==> config.mk <==
export PLATFORM = sky130hd
export DESIGN_NAME = two_byte_command_decoder_unit_flat
export DESIGN_NICKNAME = d
export VERILOG_FILES = /design/src/design/tbcd_pkg.sv /design/src/design/tbcd_in_if.sv /design/src/design/tbcd_out_if.sv /design/src/design/tbcd_front.sv /design/src/design/tbcd_queue.sv /design/src/design/tbcd_back.sv /design/src/design/two_byte_command_decoder_unit.sv /design/src/flat_wrapper.sv
export SDC_FILE = /design/constraint.sdc
export NUM_CORES = 1
export LEC_CHECK = 0
export BUFFER_PORTS_ARGS = -buffer_cell sky130_fd_sc_hd__buf_4
export CAP_MARGIN = 20
export CORE_MARGIN = 2
export CORE_UTILIZATION = 55
export CTS_BUF_LIST = sky130_fd_sc_hd__clkbuf_4
export DETAILED_ROUTE_END_ITERATION = 10
export HOLD_SLACK_MARGIN = 0.03
export PLACE_DENSITY = 0.81
export REMOVE_ABC_BUFFERS = 1
export SLEW_MARGIN = 20
export SYNTH_ARGS = -nofsm -noshare
export SYNTH_HDL_FRONTEND = slang
export SYNTH_SLANG_ARGS = --single-unit
export TNS_END_PERCENT = 1
==> constraint.sdc <==
create_clock -name clk -period 8.8 [get_ports clk]
set_input_delay 1.32 -clock clk [delete_from_list [all_inputs] [get_ports clk]]
set_output_delay 1.32 -clock clk [all_outputs]
set_load 0.05 [all_outputs]
==> src/design/tbcd_pkg.sv <==
// shared types and constants of the two-byte command decoder
`timescale 1ns / 1ps
`default_nettype none

package tbcd_pkg;

  typedef enum logic [2:0] {
    KIND_HIGH     = 3'd0,
    KIND_LED      = 3'd1,
    KIND_ENABLE   = 3'd2,
    KIND_DISABLE  = 3'd3,
    KIND_SERVO    = 3'd4,
    KIND_GOAL     = 3'd5,
    KIND_RESERVED = 3'd6
  } kind_t;

  localparam logic [13:0] CMD_LED_BASE = 14'h3FF8;
  localparam logic [13:0] CMD_ENABLE   = 14'h3F80;
  localparam logic [13:0] CMD_DISABLE  = 14'h3F00;
  localparam logic [13:0] SERVO_TOP    = 14'd2200;
  localparam logic [13:0] SERVO_BASE   = 14'd2000;
  localparam logic [13:0] GOAL_TOP     = 14'd1600;
  localparam logic [13:0] GOAL_OFFSET  = 14'd800;

  localparam logic signed [14:0] SERVO_MID    = 15'sd2100;
  localparam logic signed [14:0] SERVO_SPAN   = 15'sd100;
  localparam logic signed [14:0] PULSE_CENTER = 15'sd149;

  localparam logic [7:0] HIGH_MARK = 8'h80;
  localparam logic [6:0] LOW_MASK  = 7'h7F;

  localparam logic [7:0] PULSE_RESET = 8'd149;

  // decoded command handed from front to back
  typedef struct packed {
    kind_t       kind;
    logic [10:0] arg;   // led code, servo pulse or motor goal
  } cmd_t;

  typedef struct packed {
    logic full;
    logic empty;
  } q_status_t;

endpackage

`default_nettype wire

==> src/design/tbcd_in_if.sv <==
// input channel: received serial bytes
`timescale 1ns / 1ps
`default_nettype none

interface tbcd_in_if;
  logic       valid;
  logic       ready;
  logic [7:0] rx_byte;

  modport source (output valid, output rx_byte, input ready);
  modport sink   (input valid, input rx_byte, output ready);
endinterface

`default_nettype wire

==> src/design/tbcd_out_if.sv <==
// output channel: one result item per received byte
`timescale 1ns / 1ps
`default_nettype none

interface tbcd_out_if;
  logic               valid;
  logic               ready;
  logic [2:0]         command_kind;
  logic [3:0]         led_bits;
  logic               loop_enabled;
  logic [7:0]         servo_pulse;
  logic signed [10:0] motor_goal;

  modport source (output valid, output command_kind, output led_bits, output loop_enabled,
                  output servo_pulse, output motor_goal, input ready);
  modport sink   (input valid, input command_kind, input led_bits, input loop_enabled,
                  input servo_pulse, input motor_goal, output ready);
endinterface

`default_nettype wire

==> src/design/tbcd_front.sv <==
// front end: joins byte halves and classifies the command
`timescale 1ns / 1ps
`default_nettype none

module tbcd_front (
  input  wire logic                 clk,
  input  wire logic                 rst,
  tbcd_in_if.sink                   in_ch,
  input  wire tbcd_pkg::q_status_t  q_stat,
  output tbcd_pkg::cmd_t            push_data,
  output logic                      push
);

  logic [6:0]         pending_high;
  logic [13:0]        cmd;
  logic signed [14:0] off;
  logic signed [14:0] off_clamped;
  logic signed [14:0] pulse_wide;
  logic [13:0]        goal_wide;

  assign in_ch.ready = !q_stat.full;
  assign push        = in_ch.valid && !q_stat.full;

  assign cmd = {pending_high, in_ch.rx_byte[6:0] & tbcd_pkg::LOW_MASK};

  always_comb begin
    off = $signed({1'b0, cmd}) - tbcd_pkg::SERVO_MID;
    if (off < -tbcd_pkg::SERVO_SPAN) begin
      off_clamped = -tbcd_pkg::SERVO_SPAN;
    end else if (off > tbcd_pkg::SERVO_SPAN) begin
      off_clamped = tbcd_pkg::SERVO_SPAN;
    end else begin
      off_clamped = off;
    end
    pulse_wide = off_clamped + tbcd_pkg::PULSE_CENTER;
    goal_wide  = cmd - tbcd_pkg::GOAL_OFFSET;
  end

  always_comb begin
    push_data.arg = {8'd0, cmd[2:0]};
    if ((in_ch.rx_byte & tbcd_pkg::HIGH_MARK) != 8'd0) begin
      push_data.kind = tbcd_pkg::KIND_HIGH;
    end else if (cmd >= tbcd_pkg::CMD_LED_BASE) begin
      push_data.kind = tbcd_pkg::KIND_LED;
    end else if (cmd >= tbcd_pkg::CMD_ENABLE) begin
      push_data.kind = tbcd_pkg::KIND_ENABLE;
    end else if (cmd >= tbcd_pkg::CMD_DISABLE) begin
      push_data.kind = tbcd_pkg::KIND_DISABLE;
    end else if (cmd >= tbcd_pkg::SERVO_TOP) begin
      push_data.kind = tbcd_pkg::KIND_RESERVED;
    end else if (cmd >= tbcd_pkg::SERVO_BASE) begin
      push_data.kind = tbcd_pkg::KIND_SERVO;
      push_data.arg  = {3'd0, pulse_wide[7:0]};
    end else if (cmd >= tbcd_pkg::GOAL_TOP) begin
      push_data.kind = tbcd_pkg::KIND_RESERVED;
    end else begin
      push_data.kind = tbcd_pkg::KIND_GOAL;
      push_data.arg  = goal_wide[10:0];
    end
  end

  // a low half leaves the stored high half in place
  always_ff @(posedge clk) begin
    if (rst) begin
      pending_high <= 7'd0;
    end else if (push && in_ch.rx_byte[7]) begin
      pending_high <= in_ch.rx_byte[6:0];
    end
  end

endmodule

`default_nettype wire

==> src/design/tbcd_queue.sv <==
// two-entry queue between front and back
`timescale 1ns / 1ps
`default_nettype none

module tbcd_queue (
  input  wire logic                 clk,
  input  wire logic                 rst,
  input  wire logic                 push,
  input  wire tbcd_pkg::cmd_t       push_data,
  input  wire logic                 pop,
  output tbcd_pkg::cmd_t            pop_data,
  output tbcd_pkg::q_status_t       q_stat
);

  tbcd_pkg::cmd_t mem [2];
  logic           wptr;
  logic           rptr;
  logic [1:0]     count;

  assign q_stat.full  = (count == 2'd2);
  assign q_stat.empty = (count == 2'd0);
  assign pop_data     = mem[rptr];

  always_ff @(posedge clk) begin
    if (push) begin
      mem[wptr] <= push_data;
    end
  end

  always_ff @(posedge clk) begin
    if (rst) begin
      wptr  <= 1'b0;
      rptr  <= 1'b0;
      count <= 2'd0;
    end else begin
      if (push) begin
        wptr <= !wptr;
      end
      if (pop) begin
        rptr <= !rptr;
      end
      case ({push, pop})
        2'b10:   count <= count + 2'd1;
        2'b01:   count <= count - 2'd1;
        default: count <= count;
      endcase
    end
  end

  a_no_overflow: assert property (@(posedge clk) disable iff (rst) push |-> !q_stat.full)
    else $error("queue push while full");
  a_no_underflow: assert property (@(posedge clk) disable iff (rst) pop |-> !q_stat.empty)
    else $error("queue pop while empty");
  a_count_range: assert property (@(posedge clk) disable iff (rst) count != 2'd3)
    else $error("queue count out of range");
  a_ptr_gap: assert property (@(posedge clk) disable iff (rst)
                              (count == 2'd0 || count == 2'd2) |-> (wptr == rptr))
    else $error("queue pointers disagree with count");

endmodule

`default_nettype wire

==> src/design/tbcd_back.sv <==
// back end: applies commands to the state and registers the result item
`timescale 1ns / 1ps
`default_nettype none

module tbcd_back (
  input  wire logic                 clk,
  input  wire logic                 rst,
  input  wire tbcd_pkg::q_status_t  q_stat,
  input  wire tbcd_pkg::cmd_t       pop_data,
  output logic                      pop,
  tbcd_out_if.source                out_ch
);

  logic               out_valid;
  logic [3:0]         led_state;
  logic               enable_flag;
  logic [7:0]         pulse_reg;
  logic [10:0]        goal_reg;
  logic [3:0]         led_state_next;
  logic               enable_flag_next;
  logic [7:0]         pulse_reg_next;
  logic [10:0]        goal_reg_next;
  logic [3:0]         led_bit;

  assign pop          = !q_stat.empty && (!out_valid || out_ch.ready);
  assign out_ch.valid = out_valid;
  assign led_bit      = 4'b0001 << pop_data.arg[1:0];

  always_comb begin
    led_state_next   = led_state;
    enable_flag_next = enable_flag;
    pulse_reg_next   = pulse_reg;
    goal_reg_next    = goal_reg;
    case (pop_data.kind)
      tbcd_pkg::KIND_LED: begin
        if (pop_data.arg[2]) begin
          led_state_next = led_state | led_bit;
        end else begin
          led_state_next = led_state & ~led_bit;
        end
      end
      tbcd_pkg::KIND_ENABLE:  enable_flag_next = 1'b1;
      tbcd_pkg::KIND_DISABLE: enable_flag_next = 1'b0;
      tbcd_pkg::KIND_SERVO:   pulse_reg_next   = pop_data.arg[7:0];
      tbcd_pkg::KIND_GOAL:    goal_reg_next    = pop_data.arg;
      default: ;
    endcase
  end

  always_ff @(posedge clk) begin
    if (rst) begin
      out_valid   <= 1'b0;
      led_state   <= 4'd0;
      enable_flag <= 1'b0;
      pulse_reg   <= tbcd_pkg::PULSE_RESET;
      goal_reg    <= 11'd0;
    end else begin
      if (pop) begin
        out_valid   <= 1'b1;
        led_state   <= led_state_next;
        enable_flag <= enable_flag_next;
        pulse_reg   <= pulse_reg_next;
        goal_reg    <= goal_reg_next;
      end else if (out_ch.ready) begin
        out_valid <= 1'b0;
      end
    end
  end

  // result payload shows the state after the item
  always_ff @(posedge clk) begin
    if (pop) begin
      out_ch.command_kind <= pop_data.kind;
      out_ch.led_bits     <= led_state_next;
      out_ch.loop_enabled <= enable_flag_next;
      out_ch.servo_pulse  <= pulse_reg_next;
      out_ch.motor_goal   <= $signed(goal_reg_next);
    end
  end

endmodule

`default_nettype wire

==> src/design/two_byte_command_decoder_unit.sv <==
// top level of the two-byte command decoder
`timescale 1ns / 1ps
`default_nettype none

// Takes one received byte per cycle while the queue is not full and returns one result
// item per byte, in order. A byte is classified on entry, held in a two-entry queue and
// applied to the LED, enable, servo and motor goal registers by the back end, whose output
// register shows the kind of the item and the state after it. An accepted byte is written
// into the queue, then into the output register; sustained rate is one item per cycle
// while the output is ready, set by the combinational decode in front and the registered
// state update in the back. A stalled output fills the queue, then holds off the input.
module two_byte_command_decoder_unit (
  input  wire logic clk,
  input  wire logic rst,
  tbcd_in_if.sink   in_ch,
  tbcd_out_if.source out_ch
);

  tbcd_pkg::cmd_t      push_data;
  tbcd_pkg::cmd_t      pop_data;
  tbcd_pkg::q_status_t q_stat;
  logic                push;
  logic                pop;

  tbcd_front u_front (
    .clk       (clk),
    .rst       (rst),
    .in_ch     (in_ch),
    .q_stat    (q_stat),
    .push_data (push_data),
    .push      (push)
  );

  tbcd_queue u_queue (
    .clk       (clk),
    .rst       (rst),
    .push      (push),
    .push_data (push_data),
    .pop       (pop),
    .pop_data  (pop_data),
    .q_stat    (q_stat)
  );

  tbcd_back u_back (
    .clk      (clk),
    .rst      (rst),
    .q_stat   (q_stat),
    .pop_data (pop_data),
    .pop      (pop),
    .out_ch   (out_ch)
  );

endmodule

`default_nettype wire

==> src/flat_wrapper.sv <==
// flat-port wrapper written by rule: the top's interface ports become plain ports
module two_byte_command_decoder_unit_flat 
  (clk, rst, in_ch_valid, in_ch_rx_byte, in_ch_ready, out_ch_valid, out_ch_command_kind, out_ch_led_bits, out_ch_loop_enabled, out_ch_servo_pulse, out_ch_motor_goal, out_ch_ready);
  tbcd_in_if in_ch_i ();
  tbcd_out_if out_ch_i ();
  input  wire logic clk;
  input  wire logic rst;
  input wire logic [$bits(in_ch_i.valid)-1:0] in_ch_valid;
  input wire logic [$bits(in_ch_i.rx_byte)-1:0] in_ch_rx_byte;
  output wire logic [$bits(in_ch_i.ready)-1:0] in_ch_ready;
  output wire logic [$bits(out_ch_i.valid)-1:0] out_ch_valid;
  output wire logic [$bits(out_ch_i.command_kind)-1:0] out_ch_command_kind;
  output wire logic [$bits(out_ch_i.led_bits)-1:0] out_ch_led_bits;
  output wire logic [$bits(out_ch_i.loop_enabled)-1:0] out_ch_loop_enabled;
  output wire logic [$bits(out_ch_i.servo_pulse)-1:0] out_ch_servo_pulse;
  output wire logic [$bits(out_ch_i.motor_goal)-1:0] out_ch_motor_goal;
  input wire logic [$bits(out_ch_i.ready)-1:0] out_ch_ready;
  assign in_ch_i.valid = in_ch_valid;
  assign in_ch_i.rx_byte = in_ch_rx_byte;
  assign in_ch_ready = in_ch_i.ready;
  assign out_ch_valid = out_ch_i.valid;
  assign out_ch_command_kind = out_ch_i.command_kind;
  assign out_ch_led_bits = out_ch_i.led_bits;
  assign out_ch_loop_enabled = out_ch_i.loop_enabled;
  assign out_ch_servo_pulse = out_ch_i.servo_pulse;
  assign out_ch_motor_goal = out_ch_i.motor_goal;
  assign out_ch_i.ready = out_ch_ready;
  two_byte_command_decoder_unit u_core (.clk(clk), .rst(rst), .in_ch(in_ch_i), .out_ch(out_ch_i));
endmodule
==> results of run 1 <==
[worst register-to-register path: cells and delay by family, from the launching register on]
family / cells / cell delay, ns
AOI/OAI and AO/OA: 8 / 2.07
DFF: 1 / 0.63
buffers and inverters: 1 / 0.05
and+or+nand+nor: 3 / 0.50
adders and majority gates: 1 / 0.20
xor gates and xnor gates: 1 / 0.14
[cell type report]
class | instances | area share
sequential | 92 | 0.476
multi-input combinational | 331 | 0.399
timing repair buffer | 43 | 0.0643
tap | 105 | 0.0262
clock buffer | 11 | 0.0164
clock inverter | 5 | 0.0105
inverter | 10 | 0.00748
[per-stage QoR]
| step | hold slack, ns | cell area, µm² | total power [µW] | worst slack [ns] |
|---|---|---|---|---|
| after floorplan | 0.427 | 4430 | 1150 | 4.12 |
| final | 0.460 | 5020 | 1550 | 4.00 |
| after detailed placement | 0.445 | 4880 | 1340 | 3.63 |
| after global routing | 0.493 | 5020 | 1650 | 3.76 |
| after CTS | 0.463 | 5020 | 1560 | 4.05 |
| after global placement | 0.440 | 4880 | 1320 | 3.75 |
[logic make-up (layout without fill, tap and decap cells)]
| family | count (synthesis) | after routing | synth area share |
|---|---|---|---|
| adders and majority gates | 8 | 8 | 0.0220 |
| muxes | 24 | 24 | 0.0550 |
| DFF | 92 | 92 | 0.526 |
| and+or+nand+nor | 171 | 171 | 0.175 |
| xor gates and xnor gates | 15 | 15 | 0.0289 |
| AOI/OAI and AO/OA | 113 | 113 | 0.159 |
| buffers and inverters | 36 | 69 | 0.0341 |
[worst paths after layout]
check                                                 end  cells past startpoint
worst max-delay path             u_core.u_queue.mem[1][6]                     17
worst min-delay path            u_core.u_back.enable_flag                      2
worst max register to register   u_core.u_queue.mem[1][6]                     14
worst min register to register  u_core.u_back.enable_flag                      2
[Yosys cell counts (5+ instances only)]
| library cell | n | area (µm²) |
|---|---|---|
| nand2_1 | 68 | 255 |
| edfxtp_1 | 55 | 1650 |
| a21oi_1 | 52 | 260 |
| nor2_1 | 48 | 180 |
| dfxtp_1 | 37 | 741 |
| o21ai_0 | 17 | 85.1 |
| mux2i_1 | 16 | 160 |
| clkbuf_1 | 13 | 48.8 |
| xnor2_1 | 11 | 96.3 |
| buf_2 | 10 | 50.1 |
| nand3_1 | 10 | 50.1 |
| inv_1 | 9 | 33.8 |
| nor3_1 | 9 | 45.0 |
| ha_1 | 8 | 100 |
| mux2_2 | 8 | 90.1 |
| nand2b_1 | 7 | 43.8 |
| nand3b_1 | 7 | 52.6 |
| a211oi_1 | 5 | 37.5 |
| a21boi_0 | 5 | 37.5 |
[power by group through the flow]
stage / clock network (µW) / registers, µW / logic [µW]
after global placement: 0 / 669 / 652
after global routing: 247 / 677 / 722
after detailed placement: 0 / 675 / 665
after floorplan: 0 / 866 / 285
after CTS: 226 / 665 / 666
final: 223 / 663 / 667
[per-layer routing]
layer | vias up | wire [µm]
met3 | 23 | 526
met2 | 114 | 4160
li1 | 1708 | -
met4 | 0 | 278
met1 | 1586 | 3820
met5 | - | 0
==> run metrics, run 1 <==
number of flip-flops in the largest register=28; Initial DRC Count=231; internal power=899 µW; FF-to-FF Start=u_core.u_front.pending_high[1]; fin crit share=0.545; peak supply drop=180 µV; Max Cap Viol=0; sum of negative setup slack=0 ns; routability cong.=0.982; startpoint class of the critical path=input port; DIE AREA=9010 µm²; Avg Cell Area, Syn=9.91 µm²; endpoints failing hold=0; initial antenna violation count=0; TritonCTS clock tree=done; Remaining DRCs=0; top_reg_cell synth=edfxtp_1; CP cell instances=buf_4 -> inv_1 -> ha_1 -> nand3b_2 -> o211ai_1 -> nand3b_1 -> a221o_1 -> o31a_4 -> and2b_1 -> ha_1 -> inv_1 -> a21oi_1 -> nor2_1 -> a221o_1 -> xnor2_1 -> a211o_1 -> o211ai_1; critical path's largest stage delay=0.40 ns; vias in the first global route=3,135; Syn Inst Count=459; Buf/Inv on CP=3; Sink Count=92; met3 Usage GRT=0.0447; Worst Tran Pin Value=0.792 ns; critical path's top delay family=compound AO/OA/AOI/OAI gates; proportion of layout cells with a drive suffix above 1=0.161; final wirelength=8780 µm; Via Count=3,431; area of the multi-input gates=2000 µm²; IO Count=41; first-pass GRT wire length=14,500 µm; fin cells=597; Pleak=0.00188 µW; GRT busiest layer=met2; Post-CTS Hold Buffers=0; Worst Setup End Kind=flop; final slew viol count=0; maximum number of pins on one net before global-route repair=54; fin crit period=4.80 ns; post-cts gate resize count=0; core box area=8130 µm²; number of setup buffers added after CTS=0; Yosys cell types=60; Post-synth ARST share=0; gr ovfl total=0; drt wl/cell=14.7 µm; clock share of power=0.144; total CTS buffers=9; EDFF count, synth=55; Initial Util=0.559; R2R setup slack=5.01 ns; most frequent cells in the layout=68 x nand2_1, 55 x edfxtp_1, 52 x a21oi_1, 47 x nor2_1, 43 x buf_4; std cell rows=33; drt first pass iters=5; Clk Latency, worst-skew pair=0.43 ns; port buffer count=40; CP max-delay cell=a221o_1; DP Cell Count=581; Comb power frac=0.429; Post-DRT Antenna Nets=0; GRT Util Overall=0.208; vias per inst=5.75; die height=94.9 µm; Die Wd=94.9 µm; register area=2390 µm²; H-tree depth=3; P_sw=653 µW; CTS root buf=clkbuf_4; switch share=0.420; WP data required=9.04 ns; pwr/cell area=309 nW/µm²; nets=507; Max-slew headroom=0.472; Max clock buf depth=2; worst setup path start=in_ch_rx_byte[2]; clock skew=0.0224 ns; Flop pwr share=0.427; FMAX=208 MHz; Seq/Total Area, Yosys=0.526; Final setup viols=0; Synth Warn #=0; run status=complete, no violations; most common cell after layout, fill and taps aside=nand2_1; global routing met1 resource utilization=0.263; Ant. Diodes=0; grt met2 use=0.339; fin util=0.617; crit path max fanout=14; hold path start=u_core.u_back.enable_flag; crit path DAT=5.04 ns; Mapped Area=4550 µm²; Worst-path clk slew=0.13 ns; fillcell total=661; RSZ-0062 raised after global routing=no; Crit Path Category=in2reg; Hold Path Class=reg2reg; Post-DP HPWL=6160 µm; Area growth syn-to-layout=10.4%; Yosys reg bits=92
(Power assumes the default switching activity.)
==> run 2, diff against run 1 <==
PLACE_DENSITY = 0.84   (was 0.81)
clock period = 3.9 ns   (was 8.8 ns; I/O delays follow)
==> run metrics, run 2 (synthesis gave the netlist of run 1 again) <==
setup ws final=0.377 ns (-3.62 ns); worst slack, placed=-0.104 ns (-3.73 ns); Remaining DRCs=0 (unchanged); GRT Util Overall=0.218 (+0.0103); Max Cap Viol=0 (unchanged); Hold WS=0.418 ns (-0.0423 ns); vias per inst=5.72 (-0.40%); endpoints failing hold=0 (unchanged); Post-DRT Antenna Nets=0 (unchanged); Ant. Diodes=0 (unchanged); port buffer count=40 (unchanged); Max-slew headroom=0.478 (+0.00665); R2R depth=14 (unchanged); gr ovfl total=0 (unchanged); Max clock buf depth=2 (unchanged); initial antenna violation count=0 (unchanged); DIE AREA=9010 µm² (unchanged); R2R setup slack=0.40 ns (-4.61 ns); number of flip-flops in the largest register=28 (unchanged); Initial DRC Count=205 (-11%); Worst-path clk slew=0.14 ns (about the same); maximum number of pins on one net before global-route repair=54 (unchanged); startpoint class of the critical path=input port; first-pass GRT wire length=15,300 µm (+5.2%); crit path DAT=3.78 ns (-1.26 ns); hold depth=3 (+1); IO Count=41 (unchanged); drt wl/cell=15.1 µm (+2.6%); Sink Count=92 (unchanged); RSZ-0062 raised after global routing=no; WP data required=4.16 ns (-4.88 ns); Area growth syn-to-layout=15.1%; die height=94.9 µm (unchanged); fin cells=624 (+4.5%); peak supply drop=308 µV (+71%); vias in the first global route=3,335 (+6.4%); number of setup buffers added after CTS=0 (unchanged); nets=534 (+5.3%); total CTS buffers=9 (unchanged); final wirelength=9420 µm (+7.3%); TritonCTS clock tree=done; routability cong.=1.00 (+2.1%); most common cell after layout, fill and taps aside=buf_4; FMAX=284 MHz; proportion of layout cells with a drive suffix above 1=0.208 (+0.0475); Clk Latency, worst-skew pair=0.44 ns (about the same); Hold Path Class=in2reg; crit path max fanout=4 (-10); most frequent cells in the layout=70 x buf_4, 68 x nand2_1, 55 x edfxtp_1, 51 x a21oi_1, 47 x nor2_1; std cell rows=33 (unchanged); Initial Util=0.559 (unchanged); run status=complete, no violations; clock skew=0.0271 ns (+0.00475 ns); Via Count=3,572 (+4.1%); Final setup viols=0 (unchanged); Crit Path Category=in2reg; Die Wd=94.9 µm (unchanged); Worst Setup End Kind=flop; pwr/cell area=679 nW/µm² (+120%); Pleak=0.00200 µW (+6.7%); fin crit period=3.52 ns; H-tree depth=3 (unchanged); fin crit share=0.903; CTS root buf=clkbuf_4; Post-DP HPWL=6720 µm (+9.1%); drt first pass iters=5 (unchanged); final slew viol count=0 (unchanged); Worst Tran Pin Value=0.782 ns (-0.00997 ns); DP Cell Count=608 (+4.6%); core box area=8130 µm² (unchanged)
-- run 2: cell types whose count changed in the layout (fill, tap and decap cells not counted), sizes merged --
cell	before	now
buf	43	70
clkbuf	11	10
clkinvlp	0	1
-- run 2: layout make-up --
cell class,count,area [µm²]
fill,639,2900
tap,105,131
sequential,92,2390
multi-input combinational,331,2010
inverter,10,37.5
clock inverter,6,63.8
timing repair buffer,70,526
clock buffer,10,75.1
-- run 2: where the power goes --
group	switching [µW]	internal (µW)
Sequential	125	1370
Combinational	1070	481
Clock	307	203
Total	1500	2050
-- run 2: routing by layer --
layer | track usage | share of wire | vias up
li1 | - | - | 1759
met1 | 0.262 | 0.43 | 1687
met2 | 0.389 | 0.49 | 107
met3 | 0.0208 | 0.046 | 19
met4 | 0.111 | 0.029 | 0
met5 | 0 | 0 | -
-- run 2: worst paths after layout --
path                                  startpoint                         end
hold reg to reg        u_core.u_back.enable_flag   u_core.u_back.enable_flag
setup / recovery                in_ch_rx_byte[2]    u_core.u_queue.mem[0][6]
setup reg to reg  u_core.u_front.pending_high[2]    u_core.u_queue.mem[0][6]
hold / removal                      out_ch_ready  u_core.u_back.out_ch.valid
-- run 2: what timing repair did --
action                     in CTS  in global routing
gates resized for setup         0                  2
hold buffers                    0                  0
setup endpoints to repair       0                  2
-- run 2: through the flow --
step,TNS (ns),instance area (µm²),power (µW),utilization
global placement,0,5090,3020,0.625
CTS,0,5230,3560,0.642
floorplan,-0.0945,4430,2600,-
finish,0,5230,3560,0.643
detailed placement,-0.209,5090,3060,0.625
global route,0,5230,3750,0.643
-- run 2: critical path, stage by stage --
cell and delay, ns:
buf_4 0.08, inv_1 0.05, ha_1 0.23, and4_1 0.22, a2111oi_2 0.33, o311ai_0 0.24
a211o_1 0.34, o31a_4 0.13, and2b_1 0.19, ha_1 0.21, inv_1 0.07, a21oi_2 0.19
nor2_1 0.07, a221o_1 0.27, xnor2_1 0.15, a211o_1 0.30, o211ai_1 0.11
==> run 3, diff against run 2 <==
CELL_PAD_IN_SITES_DETAIL_PLACEMENT = 1   (was not set)
CELL_PAD_IN_SITES_GLOBAL_PLACEMENT = 1   (was not set)
CORE_UTILIZATION = 44   (was 55)
PLACE_DENSITY = 0.85   (was 0.84)
==> run metrics, run 3 (synthesis gave the netlist of run 1 again) <==
run status=complete, no violations; Worst-path clk slew=0.14 ns (about the same); WHS Endpoint=u_core.u_back.out_ch.valid; routability cong.=0.927 (-7.5%); drt first pass iters=5 (unchanged); Remaining DRCs=0 (unchanged); Max-slew headroom=0.435 (-0.0436); Crit Path Category=in2reg; final wirelength=11,700 µm (+25%); DIE AREA=11,200 µm² (+24%); hold depth=3 (unchanged); number of flip-flops in the largest register=28 (unchanged); total CTS buffers=9 (unchanged); first-pass GRT wire length=19,000 µm (+24%); most frequent cells in the layout=68 x nand2_1, 64 x buf_4, 55 x edfxtp_1, 52 x a21oi_1, 47 x nor2_1; RSZ-0062 raised after global routing=no; R2R setup slack=0.26 ns (-0.14 ns); critical path's top delay family=compound AO/OA/AOI/OAI gates; final slew viol count=0 (unchanged); setup ws final=0.259 ns (-0.118 ns); overall power=3550 µW (-0.25%); Final Instance Area=5220 µm² (-0.33%); Initial Util=0.446 (-0.113); proportion of layout cells with a drive suffix above 1=0.196 (-0.0116); vias in the first global route=3,765 (+13%); FMAX=275 MHz (-3.2%); std cell rows=37 (+12%); Initial DRC Count=175 (-15%); worst slack, placed=-0.149 ns (-0.0449 ns); DP Area=5100 µm² (+0.27%); crit path max fanout=5 (+1); Hold Path Class=in2reg; initial antenna violation count=1 (+1); peak supply drop=356 µV (+16%); Worst Tran Pin Value=0.847 ns (+0.0654 ns); maximum number of pins on one net before global-route repair=53 (-1.9%); clock skew=0.0337 ns (+0.00656 ns); port buffer count=40 (unchanged); CTS root buf=clkbuf_4; crit path DAT=3.88 ns (+0.10 ns); fin crit share=0.934 (+0.0302); nets=529 (-0.94%); TritonCTS clock tree=done; R2R depth=14 (unchanged); Worst Setup End Kind=flop; Via Count=3,661 (+2.5%); WP data required=4.14 ns (-0.02 ns); Max Cap Viol=0 (unchanged); fin util=0.512 (-0.131); Final setup viols=0 (unchanged); Pleak=0.00196 µW (-1.8%); Sink Count=92 (unchanged); CP max-delay cell=a2111oi_2; most common cell after layout, fill and taps aside=nand2_1; number of setup buffers added after CTS=0 (unchanged); Buf/Inv on CP=3 (unchanged); CP cell instances=buf_4 -> inv_1 -> ha_1 -> and4_1 -> a2111oi_2 -> o311ai_0 -> a211o_1 -> o31a_4 -> and2b_1 -> ha_1 -> inv_1 -> a21oi_1 -> nor2_1 -> a221o_1 -> xnor2_1 -> a211o_1 -> o211ai_1; Area growth syn-to-layout=14.7%; die height=106 µm (+11%); core box area=10,200 µm² (+25%); Clk Latency, worst-skew pair=0.43 ns (about the same); RR Endpoint=u_core.u_queue.mem[1][6]; FF-to-FF Start=u_core.u_front.pending_high[3]; GRT Util Overall=0.216 (-0.00237); Post-DP HPWL=8560 µm (+27%); H-tree depth=3 (unchanged); Post-DRT Antenna Nets=0 (unchanged); hold path start=out_ch_ready; startpoint class of the critical path=input port; pwr/cell area=680 nW/µm² (about the same); critical path's largest stage delay=0.36 ns (+0.02 ns); Die Wd=106 µm (+11%); gr ovfl total=0 (unchanged); Max clock buf depth=2 (unchanged); drt wl/cell=18.0 µm (+19%); endpoints failing hold=0 (unchanged); vias per inst=5.62 (-1.8%); fin crit period=3.64 ns (+0.118 ns); IO Count=41 (unchanged)
==> run 3: changes by cell type in the layout (fill, tap and decap cells not counted), sizes merged <==
cell and change:
clkbuf -1, clkinv +1, diode +1, buf -5
bufinv -1, clkinvlp +1
==> run 3: power by group <==
group          leakage [µW]  switching (µW)  internal, µW  total, µW
clock network     0.0000572             320           127        447
registers          0.000828             139          1370       1510
logic               0.00108            1110           477       1590
==> run 3: worst max-delay path by stage <==
stage	start	to	slack, ns	depth (start not counted)
6_report	in_ch_rx_byte[3]	u_core.u_queue.mem[1][6]	0.26	17
5_1_grt	u_core.u_front.pending_high[3]	u_core.u_queue.mem[1][6]	0.04	14
4_1_cts	u_core.u_front.pending_high[2]	u_core.u_queue.mem[1][6]	0.25	14
3_5_place_dp	in_ch_rx_byte[3]	u_core.u_queue.mem[1][6]	-0.15	17
3_3_place_gp	in_ch_rx_byte[2]	u_core.u_queue.mem[0][6]	0.08	17
2_1_floorplan	in_ch_rx_byte[2]	u_core.u_queue.mem[0][6]	-0.05	16
==> run 3: area by class of cell <==
class	count	area [µm²]
multi-input combinational	331	2000
timing repair buffer	65	500
fill	1135	4970
clock inverter	7	41.3
antenna	1	2.50
clock buffer	9	67.6
sequential	92	2390
tap	136	170
inverter	10	37.5
==> run 3: timing repair <==
item	4_1_cts	5_1_grt
endpoints found under the setup margin	0	1
hold buffers	0	0
gates resized for setup	0	1
==> run 3: metrics by stage <==
step	hold WS [ns]	std cells	setup TNS, ns
detailed placement	0.450	634	-0.298
floorplan	0.427	433	-0.0945
global placement	0.438	634	0
global route	0.453	651	0
finish	0.439	651	0
CTS	0.414	650	0
==> run 3: layer usage <==
layer	global-route usage	routed length, µm	vias up
met5	0	0	-
met4	0.0714	238	0
met1	0.261	4930	1812
met2	0.388	6170	87
met3	0.0377	396	18
li1	-	-	1744
==> run 3: worst min-delay path, stage by stage <==
cell and delay [ns]:
buf_4 0.07, nand2b_1 0.10, a21oi_1 0.06
